===== src/rtl/m4t_sqrt.sv =====
`timescale 1ns / 1ps
// ----------------------------------------------------------------------------
// m4t_sqrt: integer square root
// Digit-by-digit floor square root of a 64-bit sum of squares, one result
// bit per cycle.
// ----------------------------------------------------------------------------
module m4t_sqrt (
	input  logic        clk,
	input  logic        arst_n,
	input  logic        start,
	input  logic [63:0] rad,
	output logic        done,
	output logic [31:0] res
);
	typedef enum logic {Q_IDLE, Q_RUN} qstate_t;

	qstate_t     state_q;
	logic [4:0]  cnt_q;
	logic        done_q;
	logic [63:0] rad_q;
	logic [33:0] rem_q;
	logic [31:0] root_q, res_q;
	logic [34:0] rem_sh, trial, rem_sub;
	logic        ge;
	logic [31:0] root_n;

	// one digit step
	always_comb begin
		rem_sh = {rem_q[32:0], rad_q[63:62]};
		trial = {1'b0, root_q, 2'b01};
		rem_sub = rem_sh - trial;
		ge = (rem_sh >= trial);
		root_n = {root_q[30:0], ge};
	end

	// sequencer
	always_ff @(posedge clk or negedge arst_n) begin
		if (!arst_n) begin
			state_q <= Q_IDLE;
			cnt_q <= '0;
			done_q <= 1'b0;
		end else begin
			done_q <= 1'b0;
			case (state_q)
				Q_IDLE: begin
					if (start) begin
						cnt_q <= '0;
						state_q <= Q_RUN;
					end
				end
				Q_RUN: begin
					cnt_q <= cnt_q + 1'b1;
					if (cnt_q == 5'd31) begin
						done_q <= 1'b1;
						state_q <= Q_IDLE;
					end
				end
				default: state_q <= Q_IDLE;
			endcase
		end
	end

	// datapath
	always_ff @(posedge clk) begin
		if (state_q == Q_IDLE && start) begin
			rad_q <= rad;
			rem_q <= '0;
			root_q <= '0;
		end else if (state_q == Q_RUN) begin
			rad_q <= {rad_q[61:0], 2'b00};
			rem_q <= ge ? rem_sub[33:0] : rem_sh[33:0];
			root_q <= root_n;
			if (cnt_q == 5'd31)
				res_q <= root_n;
		end
	end

	assign done = done_q;
	assign res = res_q;

endmodule


===== config.mk =====
export PLATFORM = sky130hd
export DESIGN_NAME = m4t_sqrt
export DESIGN_NICKNAME = d
export VERILOG_FILES = /design/src/rtl/m4t_sqrt.sv
export SDC_FILE = /design/constraint.sdc
export NUM_CORES = 1
export LEC_CHECK = 0
export BUFFER_PORTS_ARGS = -buffer_cell sky130_fd_sc_hd__buf_2
export CAP_MARGIN = 10
export CORE_MARGIN = 8
export CORE_UTILIZATION = 63
export DETAILED_ROUTE_END_ITERATION = 7
export PLACE_DENSITY = 0.92
export SKIP_LAST_GASP = 1
export SYNTH_ARGS = -nofsm -noshare
export SYNTH_HDL_FRONTEND = slang
export SYNTH_SLANG_ARGS = --single-unit

===== constraint.sdc =====
create_clock -name clk -period 4.2 [get_ports clk]
set_input_delay 0.84 -clock clk [delete_from_list [all_inputs] [get_ports clk]]
set_output_delay 0.84 -clock clk [all_outputs]
set_load 0.01 [all_outputs]

==> flow_summary.toml <==
[global_route]
grt_first_pass_wirelength_um = 29500
gr-total-overflow = 0
track_usage = 0.221
grt_max_degree = 63
antenna_violations_before_repair = 0
grt_pass1_vias = 6009

[timing]
worst_slew_pin_slew_ns = 1.02
worst_hold_slack_ns = 0.234
fin_crit_sh = 0.803
max_clock_freq_ghz = 0.296
setup_violations = 0
relSlewSlack = 0.322
clock_skew_ns = 0.0160
final-max-slew-violation-count = 0
finalHoldViolations = 0
setup_repair_after_global_routing_missed_its_margin = "false"
fin_setup_tns_ns = 0
timing.final.crit_period_ns = 3.37

[finish]
layout_commonest_cell = "sky130_fd_sc_hd__buf_2"
nNetsFinal = 934
syn2layout_area_growth_pct = 15.1
final_layout_size_suffix_gt1_frac = 0.255
leading_cell_types_in_the_layout_fill_and_taps_excluded = "sky130_fd_sc_hd__buf_2 (99), sky130_fd_sc_hd__edfxtp_1 (96), sky130_fd_sc_hd__nand2_1 (77)"
antennaDiodeCount = 0
num-fill-cells = 839
finish.utilization = 0.746
stdcell_count = 1016

[floorplan]
total_die_area_mm2 = 0.0170
dieHeight_um = 130
floorplan.io_pins = 100
initial_core_util = 0.648
placeable_core_area_mm2 = 0.0127
dieWidth_um = 130
placementRows = 41

[place]
post-dp-hpwl_um = 12500
io_buffers = 99
place.gp.congestion = 0.910
placed_cells_incl_taps = 984

[detailed_routing]
route.vias.total = 5936
post_drt_wl_per_cell_um = 17.8
detailedRoute.firstPassIterationCount = 5
iteration_0_drc_markers = 414
ant_nets = 0
wire_length_reported_by_the_detailed_router_um = 18000
ratio_of_routed_vias_to_standard_cells = 5.84
drcViolationCount = 0

[clocking]
cts.htree.levels = 4
tritoncts = "done"
clk_latency_ns = 0.43
clock_tree.root_cell = "sky130_fd_sc_hd__clkbuf_16"
cts_post_setup_buffers_inserted = 0
clkSlewWorstSetupHoldPaths_ns = 0.07
number_of_buffers_created_by_cts = 17
cts_num_sinks = 168
cts.hold.buffers_added = 0
cts.repair.resized = 0
ctsLongestPathBuffers = 2

[synth]
synth-seq-cells = 168
synth_edf_count = 96
post_synth_inst_count = 739
synth-warning-count = 0
synth.avg_cell_area_um2 = 11.2
syn_area_mm2 = 0.00824
yosysUniqueCellTypes = 60
synthesis.nets = 842
ys_dominant_reg_cell = "sky130_fd_sc_hd__edfxtp_1"
postSynth.asyncResetShare = 0.0417
yosysSeqAreaShare = 0.529

[setup_path]
worst-endpoint-arrival_ns = 3.65
critical_path.max_stage_delay_ns = 0.64
cpLargestDelayFamily = "compound AO/OA/AOI/OAI gates"
worstPathBufferInverterCount = 2
crit_path_end_kind = "flop"
path_class = "reg2reg"
path_max_fanout = 21
worstSetupStartpointType = "flop"
timing.critical_path.cells = "inv_1 -> ha_1 -> nand2_1 -> o21ai_1 -> o211ai_1 -> or3_1 -> o211a_1 -> o21ai_4 -> buf_4 -> mux2i_1 -> o21ai_0"
required_ns = 4.47
cp_slowest_cell = "sky130_fd_sc_hd__o21ai_4"

[worst_hold_path]
worstHoldPathType = "in2async"

[outcome]
status = "finished, final reports clean"

[power]
power_per_cell_area_mw_per_mm2 = 998
max-vdd-ir-drop_uv = 561
power.static_leakage_nw = 4.13

[flow_run]
maxCapViolations = 0
-- state kept, by name (all words and copies together), names as in the netlist --
signal and flops:
root_q 32, rem_q 33, res 32, done 1
state_q 1, rad_q 64, cnt_q 5
-- power breakdown --
| part | switching [W] | internal (W) | total, W |
|---|---|---|---|
| sequential | 0.000401 | 0.00260 | 0.00300 |
| combinational | 0.00273 | 0.00214 | 0.00486 |
| clock | 0.000676 | 0.000928 | 0.00160 |
-- metrics by stage --
step | cell area, um^2 | power [W] | setup slack (ns)
finish | 9490 | 0.00947 | 0.826
detailed placement | 8880 | 0.00778 | 0.856
floorplan | 8240 | 0.00681 | 1.21
CTS | 9490 | 0.00946 | 0.823
global route | 9490 | 0.0102 | 0.571
global placement | 8880 | 0.00760 | 1.02
-- area by class of cell --
class / instances / area, um^2 / area share
inverters: 48 / 180 / 0.0190
well taps: 172 / 215 / 0.0227
clock buffers: 19 / 454 / 0.0479
multi-input cells: 489 / 3540 / 0.373
clock inverters: 13 / 155 / 0.0164
repair buffers: 107 / 581 / 0.0612
flip-flops and latches: 168 / 4360 / 0.460
-- cells in the mapped netlist, drive strengths merged (2+ instances only) --
| cell | count | area share |
|---|---|---|
| nand2b | 3 | 0.0023 |
| nor4b | 2 | 0.0029 |
| o211ai | 3 | 0.0033 |
| nor2b | 5 | 0.0038 |
| dfrtp | 7 | 0.021 |
| mux2 | 62 | 0.085 |
| nor4 | 2 | 0.0015 |
| and3 | 5 | 0.0038 |
| o21a | 7 | 0.0074 |
| ha | 36 | 0.055 |
| xor2 | 13 | 0.014 |
| a21oi | 48 | 0.029 |
| nand2 | 77 | 0.035 |
| edfxtp | 96 | 0.35 |
| inv | 48 | 0.022 |
| mux2i | 19 | 0.023 |
| or3 | 3 | 0.0029 |
| a31oi | 3 | 0.0023 |
| o221ai | 4 | 0.0042 |
| a211oi | 4 | 0.0042 |
| buf | 7 | 0.0093 |
| o21ai | 53 | 0.033 |
| nor3 | 5 | 0.0030 |
| clkbuf | 27 | 0.012 |
| o31ai | 33 | 0.030 |
| and2 | 2 | 0.0015 |
| nand3 | 13 | 0.0079 |
| dfxtp | 65 | 0.16 |
| a22oi | 5 | 0.0046 |
| a21o | 11 | 0.010 |
| xnor2 | 18 | 0.019 |
| a22o | 3 | 0.0032 |
| nand4 | 5 | 0.0038 |
| nor2 | 27 | 0.013 |
| o21bai | 5 | 0.0046 |
-- cells by family after synthesis --
group,Yosys count,synth area share
buffers and inverters,82,0.0434
adder cells (fa/ha/maj),36,0.0546
flip-flops,168,0.529
multiplexers,81,0.108
AND/OR/NAND/NOR,151,0.0838
XOR/XNOR,31,0.0329
AO/OA/AOI/OAI,190,0.149
-- layer usage --
metal	routed length, um	part of all wire	up-vias	track usage
li1	-	-	2887	-
met3	1090	0.060	43	0.0515
met4	400	0.022	0	0.0891
met5	0	0	-	0
met1	7800	0.43	2834	0.270
met2	8750	0.48	172	0.372
-- final timing paths --
kind	startpoint	end	slack [ns]	cells past startpoint
setup reg to reg	root_q[16]	rem_q[4]	0.83	11
setup / recovery	root_q[16]	rem_q[4]	0.83	11
min in group clk	root_q[22]	res[23]	0.45	0
max in group asynchronous	arst_n	state_q	3.80	1
hold reg to reg	root_q[22]	res[23]	0.45	0
hold / removal	arst_n	cnt_q[0]	0.23	1
Power figures use the tool's default switching activity.
