==> src/rtl/m4t_pkg.sv <==
`timescale 1ns / 1ps
// ----------------------------------------------------------------------------
// m4t_pkg: shared types, constants and helpers
// Fixed-point word format, command codes, saturation helpers and the
// arctangent table used by the sine/cosine unit.
// ----------------------------------------------------------------------------
package m4t_pkg;

	localparam int WORD_W = 32;
	localparam int FRAC_W = 16;

	localparam logic signed [WORD_W-1:0] ONE_Q = WORD_W'(1 << FRAC_W);
	localparam logic signed [WORD_W-1:0] WORD_MAX = {1'b0, {(WORD_W-1){1'b1}}};
	localparam logic signed [WORD_W-1:0] WORD_MIN = {1'b1, {(WORD_W-1){1'b0}}};

	// angle constants in degrees, word fraction
	localparam int FULL_DEG  = 360 << FRAC_W;
	localparam int HALF_DEG  = 180 << FRAC_W;
	localparam int QUART_DEG = 90 << FRAC_W;

	localparam int CORDIC_STEPS = 24;
	localparam int CORDIC_X0    = 652032874;

	typedef enum logic [2:0] {
		CMD_IDENT     = 3'd0,
		CMD_WRITE     = 3'd1,
		CMD_PREMUL    = 3'd2,
		CMD_TRANSPOSE = 3'd3,
		CMD_NORMALIZE = 3'd4,
		CMD_XFORM     = 3'd5,
		CMD_ROTATE    = 3'd6,
		CMD_NOP       = 3'd7
	} cmd_t;

	// magnitude of a signed word
	function automatic logic [WORD_W-1:0] mag32(input logic signed [WORD_W-1:0] a);
		return a[WORD_W-1] ? (~a + 1'b1) : a;
	endfunction

	// signed word from magnitude and sign, saturated
	function automatic logic signed [WORD_W-1:0] sat_mag(input logic [47:0] m,
		input logic neg);
		if (neg) begin
			if (m >= 48'h0000_8000_0000)
				return WORD_MIN;
			return ~m[WORD_W-1:0] + 1'b1;
		end
		if (m > 48'h0000_7fff_ffff)
			return WORD_MAX;
		return m[WORD_W-1:0];
	endfunction

	function automatic logic signed [WORD_W-1:0] sat_add(input logic signed [WORD_W-1:0] a,
		input logic signed [WORD_W-1:0] b);
		logic signed [WORD_W:0] s;
		s = {a[WORD_W-1], a} + {b[WORD_W-1], b};
		if (s[WORD_W] != s[WORD_W-1])
			return s[WORD_W] ? WORD_MIN : WORD_MAX;
		return s[WORD_W-1:0];
	endfunction

	function automatic logic signed [WORD_W-1:0] sat_sub(input logic signed [WORD_W-1:0] a,
		input logic signed [WORD_W-1:0] b);
		logic signed [WORD_W:0] s;
		s = {a[WORD_W-1], a} - {b[WORD_W-1], b};
		if (s[WORD_W] != s[WORD_W-1])
			return s[WORD_W] ? WORD_MIN : WORD_MAX;
		return s[WORD_W-1:0];
	endfunction

	// atan(2^-i) in degrees, 24 fraction bits
	function automatic logic [31:0] atan_deg(input logic [4:0] i);
		case (i)
			5'd0:  return 32'd754974720;
			5'd1:  return 32'd445687602;
			5'd2:  return 32'd235489088;
			5'd3:  return 32'd119537938;
			5'd4:  return 32'd60000934;
			5'd5:  return 32'd30029717;
			5'd6:  return 32'd15018523;
			5'd7:  return 32'd7509720;
			5'd8:  return 32'd3754917;
			5'd9:  return 32'd1877466;
			5'd10: return 32'd938734;
			5'd11: return 32'd469367;
			5'd12: return 32'd234684;
			5'd13: return 32'd117342;
			5'd14: return 32'd58671;
			5'd15: return 32'd29335;
			5'd16: return 32'd14668;
			5'd17: return 32'd7334;
			5'd18: return 32'd3667;
			5'd19: return 32'd1833;
			5'd20: return 32'd917;
			5'd21: return 32'd458;
			5'd22: return 32'd229;
			5'd23: return 32'd115;
			default: return 32'd0;
		endcase
	endfunction

endpackage

==> src/rtl/m4t_mul.sv <==
`timescale 1ns / 1ps
// ----------------------------------------------------------------------------
// m4t_mul: shared fixed-point multiplier
// Two-stage unit: magnitude product, then round half away from zero and
// saturate. Also returns the raw product for squared lengths.
// ----------------------------------------------------------------------------
module m4t_mul (
	input  logic                           clk,
	input  logic                           arst_n,
	input  logic                           start,
	input  logic signed [m4t_pkg::WORD_W-1:0] a,
	input  logic signed [m4t_pkg::WORD_W-1:0] b,
	output logic                           done,
	output logic signed [m4t_pkg::WORD_W-1:0] res,
	output logic [63:0]                    raw
);
	import m4t_pkg::*;

	logic        v_s1, done_s2;
	logic [63:0] p_s1, raw_s2;
	logic        neg_s1;
	logic signed [WORD_W-1:0] res_s2;
	logic [WORD_W-1:0] ma, mb;
	logic [63:0] prod, rnd;

	// magnitude product
	always_comb begin
		ma = mag32(a);
		mb = mag32(b);
		prod = ma * mb;
		rnd = p_s1 + 64'h0000_0000_0000_8000;
	end

	// stage valid bits
	always_ff @(posedge clk or negedge arst_n) begin
		if (!arst_n) begin
			v_s1 <= 1'b0;
			done_s2 <= 1'b0;
		end else begin
			v_s1 <= start;
			done_s2 <= v_s1;
		end
	end

	// product and rounding stages
	always_ff @(posedge clk) begin
		if (start) begin
			p_s1 <= prod;
			neg_s1 <= a[WORD_W-1] ^ b[WORD_W-1];
		end
		if (v_s1) begin
			raw_s2 <= p_s1;
			res_s2 <= sat_mag(rnd[63:16], neg_s1);
		end
	end

	assign done = done_s2;
	assign res = res_s2;
	assign raw = raw_s2;

endmodule

==> config.mk <==
export PLATFORM = sky130hd
export DESIGN_NAME = m4t_mul
export DESIGN_NICKNAME = d
export VERILOG_FILES = /design/src/rtl/m4t_pkg.sv /design/src/rtl/m4t_mul.sv
export SDC_FILE = /design/constraint.sdc
export NUM_CORES = 2
export LEC_CHECK = 0
export ABC_AREA = 0
export BUFFER_PORTS_ARGS = -buffer_cell sky130_fd_sc_hd__buf_2
export CAP_MARGIN = 40
export CELL_PAD_IN_SITES_DETAIL_PLACEMENT = 0
export CELL_PAD_IN_SITES_GLOBAL_PLACEMENT = 1
export CORE_ASPECT_RATIO = 1.25
export CORE_MARGIN = 3
export CORE_UTILIZATION = 45
export CTS_CLUSTER_SIZE = 40
export DETAILED_ROUTE_END_ITERATION = 6
export GPL_ROUTABILITY_DRIVEN = 0
export GPL_TIMING_DRIVEN = 0
export HOLD_SLACK_MARGIN = 0.08
export PLACE_DENSITY_LB_ADDON = 0.1
export RECOVER_POWER = 25
export SYNTH_ARGS = -nofsm -noshare
export SYNTH_HDL_FRONTEND = slang
export SYNTH_SLANG_ARGS = --single-unit
export TNS_END_PERCENT = 50
==> constraint.sdc <==
create_clock -name clk -period 3.8 [get_ports clk]
set_clock_uncertainty 0.05 [all_clocks]
set_input_delay 0.38 -clock clk [delete_from_list [all_inputs] [get_ports clk]]
set_output_delay 0.38 -clock clk [all_outputs]
set_load 0.05 [all_outputs]
==> results.yml <==
outcome:
  status: "finished with violations"
  violations: "capacitance limit, slew limit, setup timing"
sta:
  worst_hold_slack_ps: 197
  rsz0062_at_grt: "yes"
  max_freq_ghz: 0.0999
  finalCriticalPeriod_ps: 10010
  fin_crit_sh_pct: 263
  max_slew_margin_pct: -17.0
  hold_viol: 0
  setup_viol_count_final: 93
  setup_slack_ps: -6210
  worstMarginPinSlew_ps: 1760
  maxSlewViolCount: 67
floorplan:
  coreArea_um2: 90200
  die-area_um2: 94900
  num_rows: 123
  fp.dieW_um: 276
  initial_core_util_pct: 45.5
  pin_count: 164
  fp.dieH_um: 344
placed_design:
  dp_hpwl_um: 139000
  port_buffers: 160
  dp_slack_ps: -8490
setup_path:
  critPathLaunchType: "input port"
  rr_startpoint: "p_s1[17]"
  critPathMaxFanout: 5
  cp-end-kind: "flop"
  crit_arrival_ps: 10140
  slowest_delay_ps: 590
  path_class: "in -> reg"
  crit_slowest_cell: "fa_1"
  rr_worst_depth: 14
  worstPathRequired_ps: 3930
  crit_top_cell: "fa_1"
  startpoint: "a[14]"
routing:
  vias_per_cell: 5.59
  vias: 34800
  drt_first_pass_iters: 5
  wl_per_cell_um: 26.7
  antenna_left: 0
  drt-total-wl_um: 166000
  drt_iter0_drc: 2639
  drc: 0
yosys:
  ys_ff_latch: 163
  synthArstFlopShare_pct: 1.23
  yosysMostFrequentCell: "inv_1"
  synth_flop_cell: "edfxtp_1"
  syn-cell-area_um2: 41000
  yosys.area.top_type: "fa_1"
  synth.area.top_cells: "fa_1, edfxtp_1, inv_1, ha_1, nor2_1"
  synth_warnings: 0
  synth_cell_types: 80
  synthCells: 4511
  synth_top_cell_area_share_pct: 43.7
  postSynthAreaPerCell_um2: 9.10
  syn-num-nets: 5742
  yosysSeqAreaShare_pct: 11.9
  ys_top_cells_by_count: "inv_1, fa_1, nor2_1"
  synth_edf_count: 161
global_routing:
  overflow: 0
  track_usage_pct: 35.0
  grt_pass1_wl_um: 240000
  grt_pass1_vias: 35900
  grt_max_degree: 67
  grt_antenna_before_repair: 2
clocking:
  h-tree-depth: 4
  cts_tree: "done"
  clkSlewWorstSetupHoldPaths_ps: 70
  clockBufferDepth: 2
  cts_buffers: 17
  clock_sinks: 163
  clk_latency_ps: 440
  clockRootBuffer: "clkbuf_16"
flow_run:
  cap_violations: 1
final_layout:
  final_nets: 6252
  synthToLayoutAreaGrowth_pct: 25.2
  fill_cells: 8203
  drive_above_1_share_pct: 23.1
hold_path:
  hp-class: "in -> async"
==> logic make-up after synthesis <==
group           synth area share, %
compound gates                 5.98
mux                           0.317
buf+inv                        10.6
fa+ha+maj                      51.9
xor+xnor                       4.58
simple gates                   14.7
flops                          11.9
==> state kept, by name (all words and copies together) (netlist names) <==
signal  cells
p_s1       64
v_s1        1
done        1
raw        64
neg_s1      1
res        32
==> area by class of cell <==
class / count / area [um2] / area share, %
well taps: 1187 / 1490 / 2.89
clock inverters: 15 / 149 / 0.290
inverters: 948 / 3570 / 6.94
diodes: 1 / 2.50 / 0.00487
repair buffers: 503 / 4100 / 7.97
multi-input cells: 3195 / 35200 / 68.5
flip-flops and latches: 163 / 4890 / 9.52
plain buffers: 193 / 1590 / 3.09
clock buffers: 17 / 425 / 0.828
==> repair_timing <==
item                                    in CTS  in global routing
pin swaps                                  200                137
endpoints found under the setup margin      94                 93
hold buffers                                 1                  0
endpoints found under the hold margin        2                  0
setup buffers                              195                 63
cloned                                       1                  0
resized for setup                          696                184
==> metrics by stage <==
step | setup TNS, ps | std cells | instance area, um2 | utilization (%)
final | -317600 | 6222 | 51400 | 57.0
after global routing | -339900 | 6221 | 51400 | 57.0
after CTS | -303650 | 6171 | 50300 | 55.7
after detailed placement | -454920 | 5951 | 45000 | 49.9
after global placement | -546060 | 5858 | 43900 | 48.7
after floorplan | -288790 | 4511 | 41700 | -
==> critical path: cells and delay by family <==
family | cells | cell delay [ps]
buf+inv | 7 | 510
fa+ha+maj | 9 | 4540
xor+xnor | 1 | 170
compound gates | 4 | 820
simple gates | 11 | 3700
==> cells in the final DEF (no fill, tap or decap), drive strengths merged, types with 19 or more instances in the layout <==
cell type / instances
o21ai: 72
xor2: 98
nand3: 36
nor2: 678
clkbuf: 186
edfxtp: 161
a21o: 38
fa: 896
buf: 525
nand2: 525
or3: 19
xnor2: 115
nor3: 20
a21oi: 90
ha: 268
inv: 951
nand4: 42
==> routing by layer <==
metal,part of all wire [%],global-route usage (%),routed length [um],up-vias
li1,-,-,-,14700
met1,36,41.3,59400,17900
met2,47,57.6,78400,1578
met3,7.1,5.91,11800,577
met4,9.9,26.7,16400,2
met5,0.0078,0,13,-
==> final timing paths <==
| kind | to | slack, ps |
|---|---|---|
| worst max-delay path | p_s1[61] | -6210 |
| worst min-delay path | v_s1 | 200 |
| worst max register to register | res[30] | -620 |
| worst min register to register | raw[14] | 370 |
| max in group asynchronous | v_s1 | 3370 |
| min in group clk | raw[14] | 370 |
Power is left out: the tool's default activity adds up to more than one toggle a clock period on the data nets, which glitch-free logic cannot reach.
