## src/rtl/m4t_pkg.sv

```systemverilog
`timescale 1ns / 1ps
// ----------------------------------------------------------------------------
// m4t_pkg: shared types, constants and helpers
// Fixed-point word format, command codes, saturation helpers and the
// arctangent table used by the sine/cosine unit.
// ----------------------------------------------------------------------------
package m4t_pkg;

	localparam int WORD_W = 32;
	localparam int FRAC_W = 16;

	localparam logic signed [WORD_W-1:0] ONE_Q = WORD_W'(1 << FRAC_W);
	localparam logic signed [WORD_W-1:0] WORD_MAX = {1'b0, {(WORD_W-1){1'b1}}};
	localparam logic signed [WORD_W-1:0] WORD_MIN = {1'b1, {(WORD_W-1){1'b0}}};

	// angle constants in degrees, word fraction
	localparam int FULL_DEG  = 360 << FRAC_W;
	localparam int HALF_DEG  = 180 << FRAC_W;
	localparam int QUART_DEG = 90 << FRAC_W;

	localparam int CORDIC_STEPS = 24;
	localparam int CORDIC_X0    = 652032874;

	typedef enum logic [2:0] {
		CMD_IDENT     = 3'd0,
		CMD_WRITE     = 3'd1,
		CMD_PREMUL    = 3'd2,
		CMD_TRANSPOSE = 3'd3,
		CMD_NORMALIZE = 3'd4,
		CMD_XFORM     = 3'd5,
		CMD_ROTATE    = 3'd6,
		CMD_NOP       = 3'd7
	} cmd_t;

	// magnitude of a signed word
	function automatic logic [WORD_W-1:0] mag32(input logic signed [WORD_W-1:0] a);
		return a[WORD_W-1] ? (~a + 1'b1) : a;
	endfunction

	// signed word from magnitude and sign, saturated
	function automatic logic signed [WORD_W-1:0] sat_mag(input logic [47:0] m,
		input logic neg);
		if (neg) begin
			if (m >= 48'h0000_8000_0000)
				return WORD_MIN;
			return ~m[WORD_W-1:0] + 1'b1;
		end
		if (m > 48'h0000_7fff_ffff)
			return WORD_MAX;
		return m[WORD_W-1:0];
	endfunction

	function automatic logic signed [WORD_W-1:0] sat_add(input logic signed [WORD_W-1:0] a,
		input logic signed [WORD_W-1:0] b);
		logic signed [WORD_W:0] s;
		s = {a[WORD_W-1], a} + {b[WORD_W-1], b};
		if (s[WORD_W] != s[WORD_W-1])
			return s[WORD_W] ? WORD_MIN : WORD_MAX;
		return s[WORD_W-1:0];
	endfunction

	function automatic logic signed [WORD_W-1:0] sat_sub(input logic signed [WORD_W-1:0] a,
		input logic signed [WORD_W-1:0] b);
		logic signed [WORD_W:0] s;
		s = {a[WORD_W-1], a} - {b[WORD_W-1], b};
		if (s[WORD_W] != s[WORD_W-1])
			return s[WORD_W] ? WORD_MIN : WORD_MAX;
		return s[WORD_W-1:0];
	endfunction

	// atan(2^-i) in degrees, 24 fraction bits
	function automatic logic [31:0] atan_deg(input logic [4:0] i);
		case (i)
			5'd0:  return 32'd754974720;
			5'd1:  return 32'd445687602;
			5'd2:  return 32'd235489088;
			5'd3:  return 32'd119537938;
			5'd4:  return 32'd60000934;
			5'd5:  return 32'd30029717;
			5'd6:  return 32'd15018523;
			5'd7:  return 32'd7509720;
			5'd8:  return 32'd3754917;
			5'd9:  return 32'd1877466;
			5'd10: return 32'd938734;
			5'd11: return 32'd469367;
			5'd12: return 32'd234684;
			5'd13: return 32'd117342;
			5'd14: return 32'd58671;
			5'd15: return 32'd29335;
			5'd16: return 32'd14668;
			5'd17: return 32'd7334;
			5'd18: return 32'd3667;
			5'd19: return 32'd1833;
			5'd20: return 32'd917;
			5'd21: return 32'd458;
			5'd22: return 32'd229;
			5'd23: return 32'd115;
			default: return 32'd0;
		endcase
	endfunction

endpackage

```

## src/rtl/m4t_cordic.sv

```systemverilog
`timescale 1ns / 1ps
// ----------------------------------------------------------------------------
// m4t_cordic: sine and cosine of an angle in degrees
// Folds the angle into [-90,90] by 7 conditional subtractions, then runs a
// 24-step rotation CORDIC and rounds to the word fraction.
// ----------------------------------------------------------------------------
module m4t_cordic (
	input  logic                           clk,
	input  logic                           arst_n,
	input  logic                           start,
	input  logic signed [m4t_pkg::WORD_W-1:0] deg,
	output logic                           done,
	output logic signed [m4t_pkg::WORD_W-1:0] sn,
	output logic signed [m4t_pkg::WORD_W-1:0] cs
);
	import m4t_pkg::*;

	typedef enum logic [1:0] {C_IDLE, C_FOLD, C_PREP, C_ITER} cstate_t;

	cstate_t     state_q;
	logic [2:0]  k_q;
	logic [4:0]  i_q;
	logic        done_q;
	logic [31:0] r_q;
	logic        neg_q, flip_q;
	logic signed [33:0] x_q, y_q, z_q;
	logic signed [WORD_W-1:0] sn_q, cs_q;

	logic [31:0] thr;
	logic signed [33:0] a1, a2, a3, dx, dy, x_n, y_n, z_n, atan_s;
	logic        flip_n;

	// rounded and limited trig output
	function automatic logic signed [WORD_W-1:0] trig_out(input logic signed [33:0] v,
		input logic flip);
		logic signed [33:0] t;
		t = (v + 34'sd8192) >>> 14;
		if (t > 34'sd65536)
			t = 34'sd65536;
		if (t < -34'sd65536)
			t = -34'sd65536;
		if (flip)
			t = -t;
		return t[WORD_W-1:0];
	endfunction

	// folding and iteration logic
	always_comb begin
		thr = 32'(FULL_DEG) << k_q;
		a1 = neg_q ? ((r_q == '0) ? 34'sd0 : 34'(FULL_DEG) - $signed({2'b00, r_q}))
			: $signed({2'b00, r_q});
		a2 = (a1 > 34'(HALF_DEG)) ? a1 - 34'(FULL_DEG) : a1;
		flip_n = 1'b0;
		a3 = a2;
		if (a2 > 34'(QUART_DEG)) begin
			a3 = a2 - 34'(HALF_DEG);
			flip_n = 1'b1;
		end else if (a2 < -34'(QUART_DEG)) begin
			a3 = a2 + 34'(HALF_DEG);
			flip_n = 1'b1;
		end
		atan_s = $signed({2'b00, atan_deg(i_q)});
		dx = y_q >>> i_q;
		dy = x_q >>> i_q;
		if (!z_q[33]) begin
			x_n = x_q - dx;
			y_n = y_q + dy;
			z_n = z_q - atan_s;
		end else begin
			x_n = x_q + dx;
			y_n = y_q - dy;
			z_n = z_q + atan_s;
		end
	end

	// sequencer and datapath
	always_ff @(posedge clk or negedge arst_n) begin
		if (!arst_n) begin
			state_q <= C_IDLE;
			k_q <= '0;
			i_q <= '0;
			done_q <= 1'b0;
			r_q <= '0;
			neg_q <= 1'b0;
			flip_q <= 1'b0;
			x_q <= '0;
			y_q <= '0;
			z_q <= '0;
			sn_q <= '0;
			cs_q <= '0;
		end else begin
			done_q <= 1'b0;
			case (state_q)
				C_IDLE: begin
					if (start) begin
						r_q <= mag32(deg);
						neg_q <= deg[WORD_W-1];
						k_q <= 3'd6;
						state_q <= C_FOLD;
					end
				end
				C_FOLD: begin
					if (r_q >= thr)
						r_q <= r_q - thr;
					k_q <= k_q - 1'b1;
					if (k_q == 3'd0)
						state_q <= C_PREP;
				end
				C_PREP: begin
					z_q <= a3 <<< (24 - FRAC_W);
					flip_q <= flip_n;
					x_q <= 34'(CORDIC_X0);
					y_q <= '0;
					i_q <= '0;
					state_q <= C_ITER;
				end
				C_ITER: begin
					x_q <= x_n;
					y_q <= y_n;
					z_q <= z_n;
					i_q <= i_q + 1'b1;
					if (i_q == 5'(CORDIC_STEPS - 1)) begin
						cs_q <= trig_out(x_n, flip_q);
						sn_q <= trig_out(y_n, flip_q);
						done_q <= 1'b1;
						state_q <= C_IDLE;
					end
				end
				default: state_q <= C_IDLE;
			endcase
		end
	end

	assign done = done_q;
	assign sn = sn_q;
	assign cs = cs_q;

endmodule

```

## config.mk

```make
export PLATFORM = sky130hd
export DESIGN_NAME = m4t_cordic
export DESIGN_NICKNAME = d
export VERILOG_FILES = /design/src/rtl/m4t_pkg.sv /design/src/rtl/m4t_cordic.sv
export SDC_FILE = /design/constraint.sdc
export NUM_CORES = 1
export LEC_CHECK = 0
export BUFFER_PORTS_ARGS = -buffer_cell sky130_fd_sc_hd__buf_2
export CORE_UTILIZATION = 55
export CTS_CLUSTER_SIZE = 28
export DETAILED_ROUTE_END_ITERATION = 16
export PLACE_DENSITY = 0.72
export SYNTH_ARGS = -nofsm -noshare
export SYNTH_HDL_FRONTEND = slang
export SYNTH_SLANG_ARGS = --single-unit
export TNS_END_PERCENT = 5
```

## constraint.sdc

```tcl
create_clock -name clk -period 10.2 [get_ports clk]
set_clock_uncertainty 0.2 [all_clocks]
set_input_delay 1.02 -clock clk [delete_from_list [all_inputs] [get_ports clk]]
set_output_delay 1.02 -clock clk [all_outputs]
set_load 0.02 [all_outputs]
```

==> impl_metrics.tcl <==
set metrics [dict create \
    status "completed" \
    fmax_ghz 0.1033 \
    clk_pin_slew_worst_paths_ps 60 \
    slowest_delay_ps 640 \
    grt_overflow_total 0 \
    synth-seq-cells 211 \
    clock_sinks 211 \
    antenna_found_initial 1 \
    core_sq_mm 0.04805 \
    grt_start_max_net_pins 78 \
    critPathSlowestCell "dfrtp_4" \
    async_flop_share_pct 100.0 \
    cts_hold_buf 0 \
    drv_slew 0 \
    ff2ff_path_depth 37 \
    reg2reg_to "sn[26]" \
    hold_path_class "input pin to async pin" \
    syn2layout_area_growth_pct 8.967 \
    final_common_cell "nand2_1" \
    routed_wl_mm 97.91 \
    clockRootBuffer "clkbuf_16" \
    path_class "register to register" \
    crit_arrival_ps 9940 \
    drtIter0Drc 2984 \
    drive_above_1_share_pct 13.38 \
    cts_buffers 28 \
    die_y_um 223.5 \
    cts_tree "yes" \
    fin_ws_ps 515.1 \
    nNetsFinal 3652 \
    final_cell_mix "nand2_1, nor2_1, o21ai_0, a21oi_1, dfrtp_1" \
    final-hold-violation-count 0 \
    grt_pass1_vias 27070 \
    avgViaCountPerCell 6.908 \
    dpl_worst_slack_ps 365.5 \
    reg2reg_slack_ps 520 \
    gr-usage-all-layers_pct 38.21 \
    ys_types 108 \
    start_util_pct 56.14 \
    h-tree-depth 1 \
    ys_seq_area_share_pct 19.58 \
    end_kind "register" \
    clock_path_buffers 3 \
    drc 0 \
    fin_setup_tns_ps 0 \
    grt_pass1_wl_mm 152.1 \
    io_pins 100 \
    placed_area_sq_mm 0.02825 \
    syn_nets 3625 \
    wire_per_inst_um 23.85 \
    synth_edf_count 0 \
    clkLatencyLatePin_ps 600 \
    place_hpwl_mm 73.32 \
    final_cell_area_sq_mm 0.02939 \
    path_max_fanout 14 \
    critPathRequiredTime_ps 10450 \
    dieArea_sq_mm 0.04993 \
    die_w_um 223.5 \
    dr.pass1.iters 10 \
    setup_viol 0 \
    drv_cap 0 \
    relSlewSlack_pct 13.30 \
    worst_pin_slew_ps 1299 \
    gp_congestion 1.035 \
    fin_crit_ps 9685 \
    synth_area_sq_mm 0.02697 \
    vias 28360 \
    avgSynthCellArea_sq_um 7.841 \
    rsz0062_at_grt "no" \
    cpMostUsedCell "nand2_1" \
    io_buffer_count 99 \
    ys.flop_type "dfrtp_1" \
    antenna_left 0 \
    period_share_pct 94.95 \
    rows 80 \
    critPathLaunchType "register" \
    r2r-start "i_q[1]" \
    synth_cells 3440 \
    utilization_pct 61.17 \
    yosysWarnings 0 \
]
## metrics by stage
step                cells  hold slack [ps]
finish               4105            162.1
global route         4104            200.1
CTS                  4100            176.2
detailed placement   4048            260.3
global placement     4048            259.1
floorplan            3440            255.1
## routing by layer
metal  global-route usage [%]  up-vias  wire (um)
met5                        0        -          0
met4                    19.07        0       6037
met3                    6.730      353       8526
met2                    63.61     1564      44900
met1                    47.60    13490      38440
li1                         -    12950          -
## what timing repair did
| action | CTS | global route |
|---|---|---|
| endpoints found under the setup margin | 0 | 24 |
| gates resized for setup | 0 | 10 |
| buffers inserted | 0 | 4 |
## Yosys cell counts (all sizes together) (34+ instances only)
cell type	instances	share of area, %
nor4	34	0.92
dfrtp	211	20
buf	62	1.1
nor2b	36	0.84
nor2	304	4.2
inv	83	1.2
nand2b	34	0.79
o21a	61	1.7
o31ai	56	1.6
nor3	74	1.4
mux4	85	7.1
nand2	380	5.3
clkbuf	161	2.2
ha	147	6.8
a21oi	245	4.5
a21o	54	1.5
xnor2	156	5.1
o22ai	41	0.95
o21ai	266	4.9
a211oi	46	1.3
or3	39	0.92
a31oi	57	1.3
nand3	93	1.7
mux2i	71	2.6
xor2	122	4.0
## final cells by class
class,instances,area [sq um]
Multi-Input combinational cell,2918,20500
Fill cell,4322,18660
Sequential cell,211,5298
Timing Repair Buffer,220,1471
Tap cell,615,769.5
Clock buffer,35,757.0
Inverter,88,332.8
Clock inverter,17,264.0
Antenna cell,1,2.502
## worst max path at each step
stage	depth (start not counted)	start	slack [ps]	endpoint
2_1_floorplan	41	i_q[1]	1200	sn[14]
3_3_place_gp	36	i_q[0]	690	sn[28]
3_5_place_dp	32	i_q[1]	370	cs[26]
4_1_cts	32	i_q[1]	340	cs[26]
5_1_grt	36	i_q[0]	50	sn[18]
6_report	37	i_q[1]	520	sn[26]
## state kept, by name (all words and copies together) (netlist names)
register / flops
z_q: 34
neg_q: 1
i_q: 5
done: 1
y_q: 34
state_q: 2
x_q: 34
k_q: 3
cs: 32
r_q: 32
sn: 32
flip_q: 1
## worst max-delay path: cells and delay by family, from the launching register on
family                     cells  cell delay (ps)
AOI/OAI and AO/OA             10             2080
DFF                            1              640
buffers and inverters          3              580
and+or+nand+nor               17             3780
muxes                          2             1010
adders and majority gates      3              900
xor gates and xnor gates       2              350
## cell families (layout without fill, tap and decap cells)
family | count (synthesis) | after routing | synth area share (%)
multiplexers | 179 | 179 | 10.69
AO/OA/AOI/OAI | 1133 | 1133 | 28.01
flip-flops | 211 | 211 | 19.58
other | 0 | 1 | 0
adder cells (fa/ha/maj) | 150 | 150 | 7.042
AND/OR/NAND/NOR | 1178 | 1178 | 21.00
XOR/XNOR | 278 | 278 | 9.083
buffers and inverters | 311 | 360 | 4.602
Power is not shown: default switching activity piles up to over one toggle a cycle in this logic, so the estimate is an artifact.
