## config.mk

```make
export PLATFORM = sky130hd
export DESIGN_NAME = m4t_div
export DESIGN_NICKNAME = d
export VERILOG_FILES = /design/src/rtl/m4t_pkg.sv /design/src/rtl/m4t_div.sv
export SDC_FILE = /design/constraint.sdc
export NUM_CORES = 1
export LEC_CHECK = 0
export ABC_AREA = 1
export BUFFER_PORTS_ARGS = -buffer_cell sky130_fd_sc_hd__buf_2
export CAP_MARGIN = 20
export CELL_PAD_IN_SITES_DETAIL_PLACEMENT = 1
export CELL_PAD_IN_SITES_GLOBAL_PLACEMENT = 2
export CORE_AREA = 2 2 189 154
export CTS_CLUSTER_DIAMETER = 30
export DETAILED_ROUTE_END_ITERATION = 8
export DIE_AREA = 0 0 191 156
export PLACE_DENSITY_LB_ADDON = 0.3
export SLEW_MARGIN = 10
export SYNTH_ARGS = -nofsm -noshare
export SYNTH_HDL_FRONTEND = slang
export SYNTH_SLANG_ARGS = --single-unit
```

## constraint.sdc

```tcl
create_clock -name clk -period 4.61 [get_ports clk]
set_clock_uncertainty 0.05 [all_clocks]
set_input_delay 0 -clock clk [delete_from_list [all_inputs] [get_ports clk]]
set_output_delay 0 -clock clk [all_outputs]
set_load 0.02 [all_outputs]
```

## src/rtl/m4t_pkg.sv

```systemverilog
`timescale 1ns / 1ps
// ----------------------------------------------------------------------------
// m4t_pkg: shared types, constants and helpers
// Fixed-point word format, command codes, saturation helpers and the
// arctangent table used by the sine/cosine unit.
// ----------------------------------------------------------------------------
package m4t_pkg;

	localparam int WORD_W = 32;
	localparam int FRAC_W = 16;

	localparam logic signed [WORD_W-1:0] ONE_Q = WORD_W'(1 << FRAC_W);
	localparam logic signed [WORD_W-1:0] WORD_MAX = {1'b0, {(WORD_W-1){1'b1}}};
	localparam logic signed [WORD_W-1:0] WORD_MIN = {1'b1, {(WORD_W-1){1'b0}}};

	// angle constants in degrees, word fraction
	localparam int FULL_DEG  = 360 << FRAC_W;
	localparam int HALF_DEG  = 180 << FRAC_W;
	localparam int QUART_DEG = 90 << FRAC_W;

	localparam int CORDIC_STEPS = 24;
	localparam int CORDIC_X0    = 652032874;

	typedef enum logic [2:0] {
		CMD_IDENT     = 3'd0,
		CMD_WRITE     = 3'd1,
		CMD_PREMUL    = 3'd2,
		CMD_TRANSPOSE = 3'd3,
		CMD_NORMALIZE = 3'd4,
		CMD_XFORM     = 3'd5,
		CMD_ROTATE    = 3'd6,
		CMD_NOP       = 3'd7
	} cmd_t;

	// magnitude of a signed word
	function automatic logic [WORD_W-1:0] mag32(input logic signed [WORD_W-1:0] a);
		return a[WORD_W-1] ? (~a + 1'b1) : a;
	endfunction

	// signed word from magnitude and sign, saturated
	function automatic logic signed [WORD_W-1:0] sat_mag(input logic [47:0] m,
		input logic neg);
		if (neg) begin
			if (m >= 48'h0000_8000_0000)
				return WORD_MIN;
			return ~m[WORD_W-1:0] + 1'b1;
		end
		if (m > 48'h0000_7fff_ffff)
			return WORD_MAX;
		return m[WORD_W-1:0];
	endfunction

	function automatic logic signed [WORD_W-1:0] sat_add(input logic signed [WORD_W-1:0] a,
		input logic signed [WORD_W-1:0] b);
		logic signed [WORD_W:0] s;
		s = {a[WORD_W-1], a} + {b[WORD_W-1], b};
		if (s[WORD_W] != s[WORD_W-1])
			return s[WORD_W] ? WORD_MIN : WORD_MAX;
		return s[WORD_W-1:0];
	endfunction

	function automatic logic signed [WORD_W-1:0] sat_sub(input logic signed [WORD_W-1:0] a,
		input logic signed [WORD_W-1:0] b);
		logic signed [WORD_W:0] s;
		s = {a[WORD_W-1], a} - {b[WORD_W-1], b};
		if (s[WORD_W] != s[WORD_W-1])
			return s[WORD_W] ? WORD_MIN : WORD_MAX;
		return s[WORD_W-1:0];
	endfunction

	// atan(2^-i) in degrees, 24 fraction bits
	function automatic logic [31:0] atan_deg(input logic [4:0] i);
		case (i)
			5'd0:  return 32'd754974720;
			5'd1:  return 32'd445687602;
			5'd2:  return 32'd235489088;
			5'd3:  return 32'd119537938;
			5'd4:  return 32'd60000934;
			5'd5:  return 32'd30029717;
			5'd6:  return 32'd15018523;
			5'd7:  return 32'd7509720;
			5'd8:  return 32'd3754917;
			5'd9:  return 32'd1877466;
			5'd10: return 32'd938734;
			5'd11: return 32'd469367;
			5'd12: return 32'd234684;
			5'd13: return 32'd117342;
			5'd14: return 32'd58671;
			5'd15: return 32'd29335;
			5'd16: return 32'd14668;
			5'd17: return 32'd7334;
			5'd18: return 32'd3667;
			5'd19: return 32'd1833;
			5'd20: return 32'd917;
			5'd21: return 32'd458;
			5'd22: return 32'd229;
			5'd23: return 32'd115;
			default: return 32'd0;
		endcase
	endfunction

endpackage

```

## src/rtl/m4t_div.sv

```systemverilog
`timescale 1ns / 1ps
// ----------------------------------------------------------------------------
// m4t_div: fixed-point divider by a length
// Restoring divider, one quotient bit per cycle; result truncates toward
// zero and saturates to the word.
// ----------------------------------------------------------------------------
module m4t_div (
	input  logic                           clk,
	input  logic                           arst_n,
	input  logic                           start,
	input  logic signed [m4t_pkg::WORD_W-1:0] x,
	input  logic [31:0]                    d,
	output logic                           done,
	output logic signed [m4t_pkg::WORD_W-1:0] res
);
	import m4t_pkg::*;

	typedef enum logic {D_IDLE, D_RUN} dstate_t;

	dstate_t     state_q;
	logic [5:0]  cnt_q;
	logic        done_q;
	logic [47:0] work_q;
	logic [31:0] rem_q, d_q;
	logic        neg_q;
	logic signed [WORD_W-1:0] res_q;
	logic [32:0] rem_sh, rem_sub;
	logic        qbit;
	logic [47:0] work_n;

	// one restoring step
	always_comb begin
		rem_sh = {rem_q, work_q[47]};
		rem_sub = rem_sh - {1'b0, d_q};
		qbit = (rem_sh >= {1'b0, d_q});
		work_n = {work_q[46:0], qbit};
	end

	// sequencer
	always_ff @(posedge clk or negedge arst_n) begin
		if (!arst_n) begin
			state_q <= D_IDLE;
			cnt_q <= '0;
			done_q <= 1'b0;
		end else begin
			done_q <= 1'b0;
			case (state_q)
				D_IDLE: begin
					if (start) begin
						cnt_q <= '0;
						state_q <= D_RUN;
					end
				end
				D_RUN: begin
					cnt_q <= cnt_q + 1'b1;
					if (cnt_q == 6'd47) begin
						done_q <= 1'b1;
						state_q <= D_IDLE;
					end
				end
				default: state_q <= D_IDLE;
			endcase
		end
	end

	// datapath
	always_ff @(posedge clk) begin
		if (state_q == D_IDLE && start) begin
			work_q <= {mag32(x), 16'b0};
			rem_q <= '0;
			d_q <= d;
			neg_q <= x[WORD_W-1];
		end else if (state_q == D_RUN) begin
			work_q <= work_n;
			rem_q <= qbit ? rem_sub[31:0] : rem_sh[31:0];
			if (cnt_q == 6'd47)
				res_q <= sat_mag(work_n, neg_q);
		end
	end

	assign done = done_q;
	assign res = res_q;

endmodule

```

==> metrics, run 1 <==
status complete, no violations; number of synthesized flops with an enable pin 97; Synth top cells by count nand2_1, inv_1, nor2_1, edfxtp_1, o21ai_0; CTS Buf Count 17; Setup violations, final 0; core area 27,900 sq um; Clock Tree Buf Depth 2; final hold vios 0; post-synth top area share 30.4%; CTS tree built; IO Port Bufs 99; antenna violations before repair 0; # rows 55; maxcap violations 0; # diodes 0; post-synthesis xor/xnor area fraction 2.74%; Worst Hold Class primary input to flop; FFs w/ async S/R, synth 5.23%; worst slew pin tran 0.836 ns; maximum VDD drop 0.303 mV; RSZ-0062 raised after global routing false; register clock-pin slew on the reported worst setup and hold paths 0.07 ns; CTS Root Cell clkbuf_16; GRT busiest layer met1; warning count from the yosys run 0; leading area contributor after synthesis edfxtp_1; met3 Use GR 3.15%; GR Util met1 32.0%; chip height 156 um; TritonRoute pass-1 iters 4; largest family of logic cells by synthesized area simple AND/OR/NAND/NOR gates; Syn Nets 1,371; setup TNS 0 ns; first-pass GRT wire length 48.9 mm; CP required 4.75 ns; number of setup buffers added after CTS 0; vias in the first global route 8,905; gr usage total 21.1%; Critical Path End Type flop; antenna viol nets, final 0; vias per cell 5.00; synthesized cell area 9590 sq um; GR Util met2 31.6%; LEAKAGE 5.16 nW; worst slack, placed 0.789 ns; post-detail-place hpwl 22.3 mm; clk_lat worst skew 0.44 ns; Final WS setup 0.726 ns; simple-gate share of the synthesized area 25.6%; drt total wl 30.3 mm; Via Count 9,028; ranking of synthesized cells by area edfxtp_1, nand2_1, dfxtp_1; DRC Markers 0; Max Transition Viols Final 0; Arr. time, crit path 4.02 ns; largest net degree at the start of global routing 64; Chip Width 191 um; Avg Inst Size Synth 7.56 sq um; hold depth 4; crit path time final 3.88 ns; critical path type flop to flop; Sink Count 153; fmax 257 MHz; compound-cell area share of the yosys netlist 15.4%; most frequent cell after synthesis nand2_1; remaining global-route overflow 0; Routed wire per std cell 16.8 um; R2R cell count 22; Hold Slack 0.00684 ns; crit-path max FO 10; synthesized instance count 1,268; Startpoint Class flop; Pwr Density 618 nW/um^2; Period Utilization, post-route 84.3%; FF+latch count, synth 153; H-tree Lvls 4; Final #Nets 1,525; Max-slew headroom 44.3%; gpl congestion 0.880; DR iter-0 viols 509; share of the yosys chip area belonging to registers 42.5%; ys flop type edfxtp_1; post-synth cell types 49; Post-Synth Adder-Cell Area 4.78%; initial core utilization 34.4%; IO Pins 100; area grow syn2layout 21.7%; die area 29,800 sq um; mux share of post-synthesis cell area 0%; share of cells above drive strength 1 11.3%
[metrics by stage]
stage | cell area [sq um] | total power [mW] | util (%) | std cells
finish | 11700 | 7.22 | 41.9 | 1804
global route | 11700 | 7.85 | 41.9 | 1804
CTS | 11600 | 7.24 | 41.8 | 1803
detailed placement | 10500 | 5.73 | 37.5 | 1711
global placement | 10500 | 5.66 | 37.5 | 1711
floorplan | 9590 | 4.80 | - | 1268
[kinds of logic after synthesis]
| family | Yosys count |
|---|---|
| AND/OR/NAND/NOR | 573 |
| AO/OA/AOI/OAI | 258 |
| buffers and inverters | 218 |
| flip-flops | 153 |
| adder cells (fa/ha/maj) | 36 |
| XOR/XNOR | 30 |
[report_power, final]
part	internal [mW]	total, mW	switching [mW]
Clock	0.855	1.45	0.590
Combinational	1.21	3.41	2.21
Sequential	1.99	2.36	0.366
Total	4.05	7.22	3.16
[sequential cells by signal, summed over array words and instances, names as in the netlist]
signal   count
work_q      48
res         32
cnt_q        6
done         1
d_q         32
rem_q       32
neg_q        1
state_q      1
[timing repair]
item / 4_1_cts / 5_1_grt
resized for setup: 0 / 0
hold endpoints to repair: 68 / 0
hold buffers: 61 / 0
[area by class of cell]
cell class	instances	area, sq um
clock buffer	24	493
clock inverter	7	92.6
fill	3452	16200
inverter	183	689
multi-input combinational	897	4660
sequential	153	4070
tap	370	463
timing repair buffer	170	1190
[worst paths after layout]
check,startpoint,end,slack (ns)
setup / recovery,d_q[23],res[30],0.73
hold reg to reg,rem_q[22],rem_q[22],0.42
hold / removal,x[19],work_q[35],0.007
setup reg to reg,d_q[23],res[30],0.73
max in group asynchronous,arst_n,done,3.70
min in group asynchronous,arst_n,cnt_q[0],0.53
[routing by layer]
layer	share of wire, %	wire length (um)
met1	53	16000
met2	42	12900
met3	3.8	1140
met4	0.90	272
met5	0	0
[critical path, cell delays in order, from the launching register on]
cell and delay, ns:
edfxtp_1 0.37, inv_1 0.08, ha_1 0.27, nand2_1 0.18
inv_1 0.08, a21oi_2 0.19, nand2_1 0.11, nand2_1 0.07
nand2_1 0.08, a21oi_4 0.20, nand2_2 0.10, inv_4 0.13
ha_1 0.18, inv_1 0.08, nor3_4 0.19, nand2_1 0.15
nor2_1 0.25, nand2_1 0.14, nor2_2 0.21, nand2_1 0.15
nor2_1 0.16, xor2_1 0.16, o21ai_1 0.07
[cell usage in the layout, fill, tap and decap left out, drive strengths merged, types with 2 or more instances in the layout]
master	synthesis	routed
o21ai	111	111
xnor2	14	14
edfxtp	97	97
nand3b	2	2
nor4	10	10
o31ai	10	10
dfrtp	8	8
o21a	4	4
nor2	126	126
xor2	16	16
ha	35	35
bufinv	0	2
dlygate4sd3	0	61
o211ai	8	8
and3	2	2
or2	9	9
nand3	86	86
a21boi	4	4
o22ai	29	29
a31oi	3	3
a21oi	73	73
clkinv	1	3
nand2	296	296
clkinvlp	0	2
buf	10	109
a21o	5	5
inv	182	183
nor3	23	23
o21bai	9	9
nand4	18	18
dfxtp	48	48
clkbuf	25	24
No activity file was read; power rests on OpenSTA's default activity.
==> run 2: changes to the inputs <==
--- a/config.mk
+++ b/config.mk
@@ -10,10 +10,10 @@
 export CAP_MARGIN = 20
 export CELL_PAD_IN_SITES_DETAIL_PLACEMENT = 1
 export CELL_PAD_IN_SITES_GLOBAL_PLACEMENT = 2
-export CORE_AREA = 2 2 189 154
+export CORE_AREA = 2 2 200 163
 export CTS_CLUSTER_DIAMETER = 30
 export DETAILED_ROUTE_END_ITERATION = 8
-export DIE_AREA = 0 0 191 156
+export DIE_AREA = 0 0 202 165
 export PLACE_DENSITY_LB_ADDON = 0.3
 export SLEW_MARGIN = 10
 export SYNTH_ARGS = -nofsm -noshare
==> constraint.sdc (replaced) <==
create_clock -name clk -period 3.2 [get_ports clk]
set_clock_uncertainty 0.05 [all_clocks]
set_input_delay 0 -clock clk [delete_from_list [all_inputs] [get_ports clk]]
set_output_delay 0 -clock clk [all_outputs]
set_load 0.02 [all_outputs]
==> metrics, run 2 (synthesis gave the netlist of run 1 again) <==
Final Non-Filler Cells 1,894 (+5.0%); largest net degree at the start of global routing 64 (unchanged); Worst Hold Class primary input to flop; chip height 165 um (+5.8%); # diodes 0 (unchanged); DR iter-0 viols 393 (-23%); CP Cell Sequence inv_1 > ha_4 > nand2_1 > inv_1 > nand2_1 > nand2_1 > a21oi_2 > nand3_2 > nand2_2 > nand2_4 > inv_6 > ha_4 > inv_2 > nor3_4 > nand2_2 > nor2_4 > nand2_2 > nor2_4 > nand2_2 > nor2_2 > xor2_1 > o21ai_1; remaining global-route overflow 0 (unchanged); CTS tree built; worst slack, placed -0.181 ns (-0.970 ns); crit path time final 3.00 ns (-0.880 ns); LEAKAGE 5.38 nW (+4.2%); CP delay by family, top simple AND/OR/NAND/NOR gates; FF+latch area 4070 sq um (unchanged); Critical Path End Type flop; register clock-pin slew on the reported worst setup and hold paths 0.07 ns (about the same); gpl congestion 0.868 (-1.4%); worst slew pin tran 0.752 ns (-0.0834 ns); # rows 58 (+5.5%); CP most frequent cell nand2_2; Cell Area, Placed 11,000 sq um (+5.5%); drt total wl 32.0 mm (+5.4%); CTS Root Cell clkbuf_16; status complete, no violations; die area 33,300 sq um (+12%); WP buf/inv 4 (unchanged); DRC Markers 0 (unchanged); Chip Width 202 um (+5.8%); maximum VDD drop 0.419 mV (+38%); initial core utilization 30.8% (-3.6 points); Power, Total 11.4 mW (+58%); area grow syn2layout 30.8%; Core Util, Final 40.3% (-1.6 points); placed insts 1,796 (+5.0%); setup TNS 0 ns (unchanged); Final #Nets 1,564 (+2.6%); CTS Buf Count 17 (unchanged); Startpoint Class flop; Arr. time, crit path 3.13 ns (-0.89 ns); antenna violations before repair 0 (unchanged); first-pass GRT wire length 51.2 mm (+4.8%); Max Transition Viols Final 0 (unchanged); final hold vios 0 (unchanged); crit-path max FO 4 (-6); core area 31,100 sq um (+12%); fillers 3,829 (+11%); Pwr Density 910 nW/um^2 (+47%); TritonRoute pass-1 iters 5 (+1); Clock Tree Buf Depth 2 (unchanged); fin area 12,500 sq um (+7.5%); most common cell after layout, fill and taps aside nand2_1; Period Utilization, post-route 93.9% (+9.6 points); IO Port Bufs 99 (unchanged); Max-slew headroom 49.9% (+5.6 points); Largest stage delay, worst path 0.36 ns (about the same); share of cells above drive strength 1 19.3% (+8.0 points); H-tree Lvls 4 (unchanged); Final WS setup 0.196 ns (-0.530 ns); post-detail-place hpwl 23.7 mm (+6.4%); clk_lat worst skew 0.44 ns (about the same); critical path type flop to flop; Via Count 9,181 (+1.7%); antenna viol nets, final 0 (unchanged); gr usage total 19.6% (-1.5 points); IO Pins 100 (unchanged); multi-input logic area 5140 sq um (+10%); maxcap violations 0 (unchanged); Slowest cell on crit path edfxtp_1; Routed wire per std cell 16.9 um (+0.42%); Hold Slack 0.0151 ns (+0.00822 ns); max FFs per register 48 (unchanged); Biggest register work_q; CP required 3.33 ns (-1.42 ns); Setup violations, final 0 (unchanged); Sink Count 153 (unchanged); vias per cell 4.85 (-3.1%); fmax 333 MHz (+29%); vias in the first global route 9,414 (+5.7%); commonest cells after routing, fill and taps aside nand2_1, inv_1, nor2_1
-- run 2: cell count changes in the layout (fill, tap and decap cells not counted), moves of 12 or more --
cell     change
inv_1       -12
inv_2       +12
nand2_2     +29
ha_4        +25
ha_1        -26
nand2_1     -30
buf_4       +41
-- run 2: per-layer routing --
layer  track usage (%)  vias up  routed length (um)
met1              28.8     4403               17100
met2              30.1      133               13700
met4              4.71        0                 382
met5                 0        -                   0
met3              2.84       23                 813
li1                  -     4622                   -
-- run 2: worst paths after layout --
kind                                start         end  slack, ns  cells past startpoint
min in group asynchronous          arst_n    cnt_q[4]       0.54                      3
worst min-delay path                start  work_q[43]       0.02                      3
worst max-delay path              d_q[16]     res[30]       0.20                     22
worst max register to register    d_q[16]     res[30]       0.20                     22
worst min register to register  rem_q[14]   rem_q[14]       0.43                      2
max in group asynchronous          arst_n    cnt_q[5]       2.25                      3
-- run 2: report_power, final --
group	switching, mW	internal (mW)
registers	0.602	2.87
logic	3.43	2.30
clock network	0.894	1.31
total	4.92	6.48
-- run 2: layout make-up --
type	instances	area share (%)
Clock buffer	18	3.42
Tap cell	420	4.19
Sequential cell	153	32.5
Clock inverter	14	1.57
Inverter	183	5.52
Timing Repair Buffer	209	11.8
Multi-Input combinational cell	897	41.0
-- run 2: timing repair --
action	CTS	global route
gates cloned	0	0
hold buffers	59	0
hold endpoints to repair	65	0
resized for setup	12	47
endpoints found under the setup margin	7	11
pin swaps	4	17
setup buffers	3	4
-- run 2: worst min-delay path, cell delays in order --
cell and delay (ns):
buf_2 0.13, nor2_2 0.06, inv_2 0.15
==> run 3: changes to the inputs <==
--- a/config.mk
+++ b/config.mk
@@ -10,10 +10,10 @@
 export CAP_MARGIN = 20
 export CELL_PAD_IN_SITES_DETAIL_PLACEMENT = 1
 export CELL_PAD_IN_SITES_GLOBAL_PLACEMENT = 2
-export CORE_AREA = 2 2 200 163
+export CORE_AREA = 2 2 189 154
 export CTS_CLUSTER_DIAMETER = 30
 export DETAILED_ROUTE_END_ITERATION = 8
-export DIE_AREA = 0 0 202 165
+export DIE_AREA = 0 0 191 156
 export PLACE_DENSITY_LB_ADDON = 0.3
 export SLEW_MARGIN = 10
 export SYNTH_ARGS = -nofsm -noshare
==> constraint.sdc (replaced) <==
create_clock -name clk -period 3.3 [get_ports clk]
set_clock_uncertainty 0.05 [all_clocks]
set_input_delay 0 -clock clk [delete_from_list [all_inputs] [get_ports clk]]
set_output_delay 0 -clock clk [all_outputs]
set_load 0.02 [all_outputs]
==> metrics, run 3 (synthesis gave the netlist of run 1 again) <==
status complete, no violations; Routed wire per std cell 17.0 um (+0.98%); clk_lat worst skew 0.45 ns (about the same); Clock Tree Buf Depth 2 (unchanged); antenna viol nets, final 0 (unchanged); Critical Path End Type flop; RSZ-0062 raised after global routing true; TritonRoute pass-1 iters 5 (unchanged); critical path type flop to flop; Period Utilization, post-route 97.6% (+3.7 points); post-detail-place hpwl 22.6 mm (-4.6%); IO Port Bufs 99 (unchanged); vias in the first global route 9,098 (-3.4%); Setup violations, final 0 (unchanged); fin area 12,400 sq um (-1.2%); final hold vios 0 (unchanged); Arr. time, crit path 3.32 ns (+0.19 ns); fillers 3,444 (-10%); commonest cells after routing, fill and taps aside nand2_1, inv_1, nor2_1; Final WS setup 0.0793 ns (-0.117 ns); gpl congestion 0.860 (-0.90%); remaining global-route overflow 0 (unchanged); core area 27,900 sq um (-10%); die area 29,800 sq um (-11%); first-pass GRT wire length 49.0 mm (-4.3%); share of cells above drive strength 1 19.3% (about the same); setup TNS 0 ns (unchanged); DRC Markers 0 (unchanged); antenna violations before repair 0 (unchanged); worst slew pin tran 0.777 ns (+0.0253 ns); H-tree Lvls 4 (unchanged); Startpoint Class flop; most common cell after layout, fill and taps aside nand2_1; drt total wl 31.2 mm (-2.3%); maximum VDD drop 0.488 mV (+17%); CTS tree built; maxcap violations 0 (unchanged); CP required 3.40 ns (+0.07 ns); gr usage total 21.2% (+1.6 points); CTS Buf Count 17 (unchanged); max FFs per register 48 (unchanged); multi-input logic area 5160 sq um (+0.34%); CTS Root Cell clkbuf_16; vias per cell 5.02 (+3.6%); # rows 55 (-5.2%); Max Transition Viols Final 0 (unchanged); # diodes 0 (unchanged); Worst Hold Class primary input to flop; Biggest register work_q; Max-slew headroom 48.1% (-1.7 points); worst slack, placed -0.0408 ns (+0.140 ns); fmax 310 MHz (-6.7%); Via Count 9,204 (+0.25%); Sink Count 153 (unchanged); LEAKAGE 5.34 nW (-0.65%); Pwr Density 880 nW/um^2 (-3.2%); chip height 156 um (-5.5%); Worst setup startpoint d_q[26]; Final #Nets 1,553 (-0.70%); register clock-pin slew on the reported worst setup and hold paths 0.06 ns (about the same); initial core utilization 34.4% (+3.6 points); Chip Width 191 um (-5.4%); IO Pins 100 (unchanged); crit-path max FO 5 (+1); crit path time final 3.22 ns (+0.217 ns); Cell Area, Placed 10,600 sq um (-3.6%); FF+latch area 4080 sq um (about the same); area grow syn2layout 29.2%; DR iter-0 viols 496 (+26%); largest net degree at the start of global routing 64 (unchanged); r2r startpoint d_q[26]; Min-Delay Startpoint x[19]
-- run 3: worst paths after layout --
| path | to | slack, ns | depth (start not counted) |
|---|---|---|---|
| max | res[18] | 0.08 | 22 |
| min | work_q[35] | 0.02 | 4 |
| max reg2reg | res[18] | 0.08 | 22 |
| min reg2reg | rem_q[4] | 0.43 | 2 |
| max in group asynchronous | done | 2.40 | 3 |
| min in group asynchronous | cnt_q[1] | 0.53 | 3 |
-- run 3: cell type report --
class / count / area share (%)
Tap cell: 370 / 3.74
Sequential cell: 153 / 32.9
Clock inverter: 10 / 0.950
Inverter: 183 / 5.59
Timing Repair Buffer: 198 / 11.3
Clock buffer: 22 / 3.84
Multi-Input combinational cell: 897 / 41.6
-- run 3: power by group --
group | internal (mW) | leakage (nW) | switching [mW]
clock network | 1.18 | 0.290 | 0.854
registers | 2.79 | 1.44 | 0.584
logic | 2.19 | 3.61 | 3.31
-- run 3: timing repair --
item                                   4_1_cts  5_1_grt
gates resized for setup                      3      115
hold buffers                                60        0
buffers inserted                             0        8
setup endpoints to repair                    4       12
pin swaps                                    0       28
endpoints found under the hold margin       66        0
-- run 3: through the flow --
step / power [mW] / hold slack [ns] / utilization (%) / std cells
floorplan: 6.71 / -0.346 / - / 1268
CTS: 10.3 / 0.000568 / 42.5 / 1825
global placement: 8.06 / -0.196 / 38.1 / 1733
global route: 11.8 / 0.0260 / 44.4 / 1833
finish: 10.9 / 0.0181 / 44.4 / 1833
detailed placement: 8.18 / -0.193 / 38.1 / 1733
-- run 3: metal layers --
metal	share of wire (%)	global-route usage [%]	routed length (um)
met5	0	0	0
met4	1.2	5.13	374
met2	44	32.6	13800
met1	51	31.2	16100
met3	3.2	3.28	1010
-- run 3: worst max-delay path, stage by stage (launching register included) --
cell and delay, ns:
edfxtp_1 0.38, inv_2 0.08, ha_4 0.21, nand2_2 0.08, nand2_1 0.05, nand2_1 0.08, nand2_2 0.07, a21oi_2 0.17
nand2_2 0.10, a21oi_4 0.20, nand2_2 0.10, inv_4 0.07, ha_4 0.13, inv_4 0.04, nor3_4 0.19, nand2_2 0.09
nor2_4 0.14, nand2_2 0.08, nor2_4 0.16, buf_6 0.12, a21oi_2 0.04, o211ai_1 0.11, o211ai_1 0.17
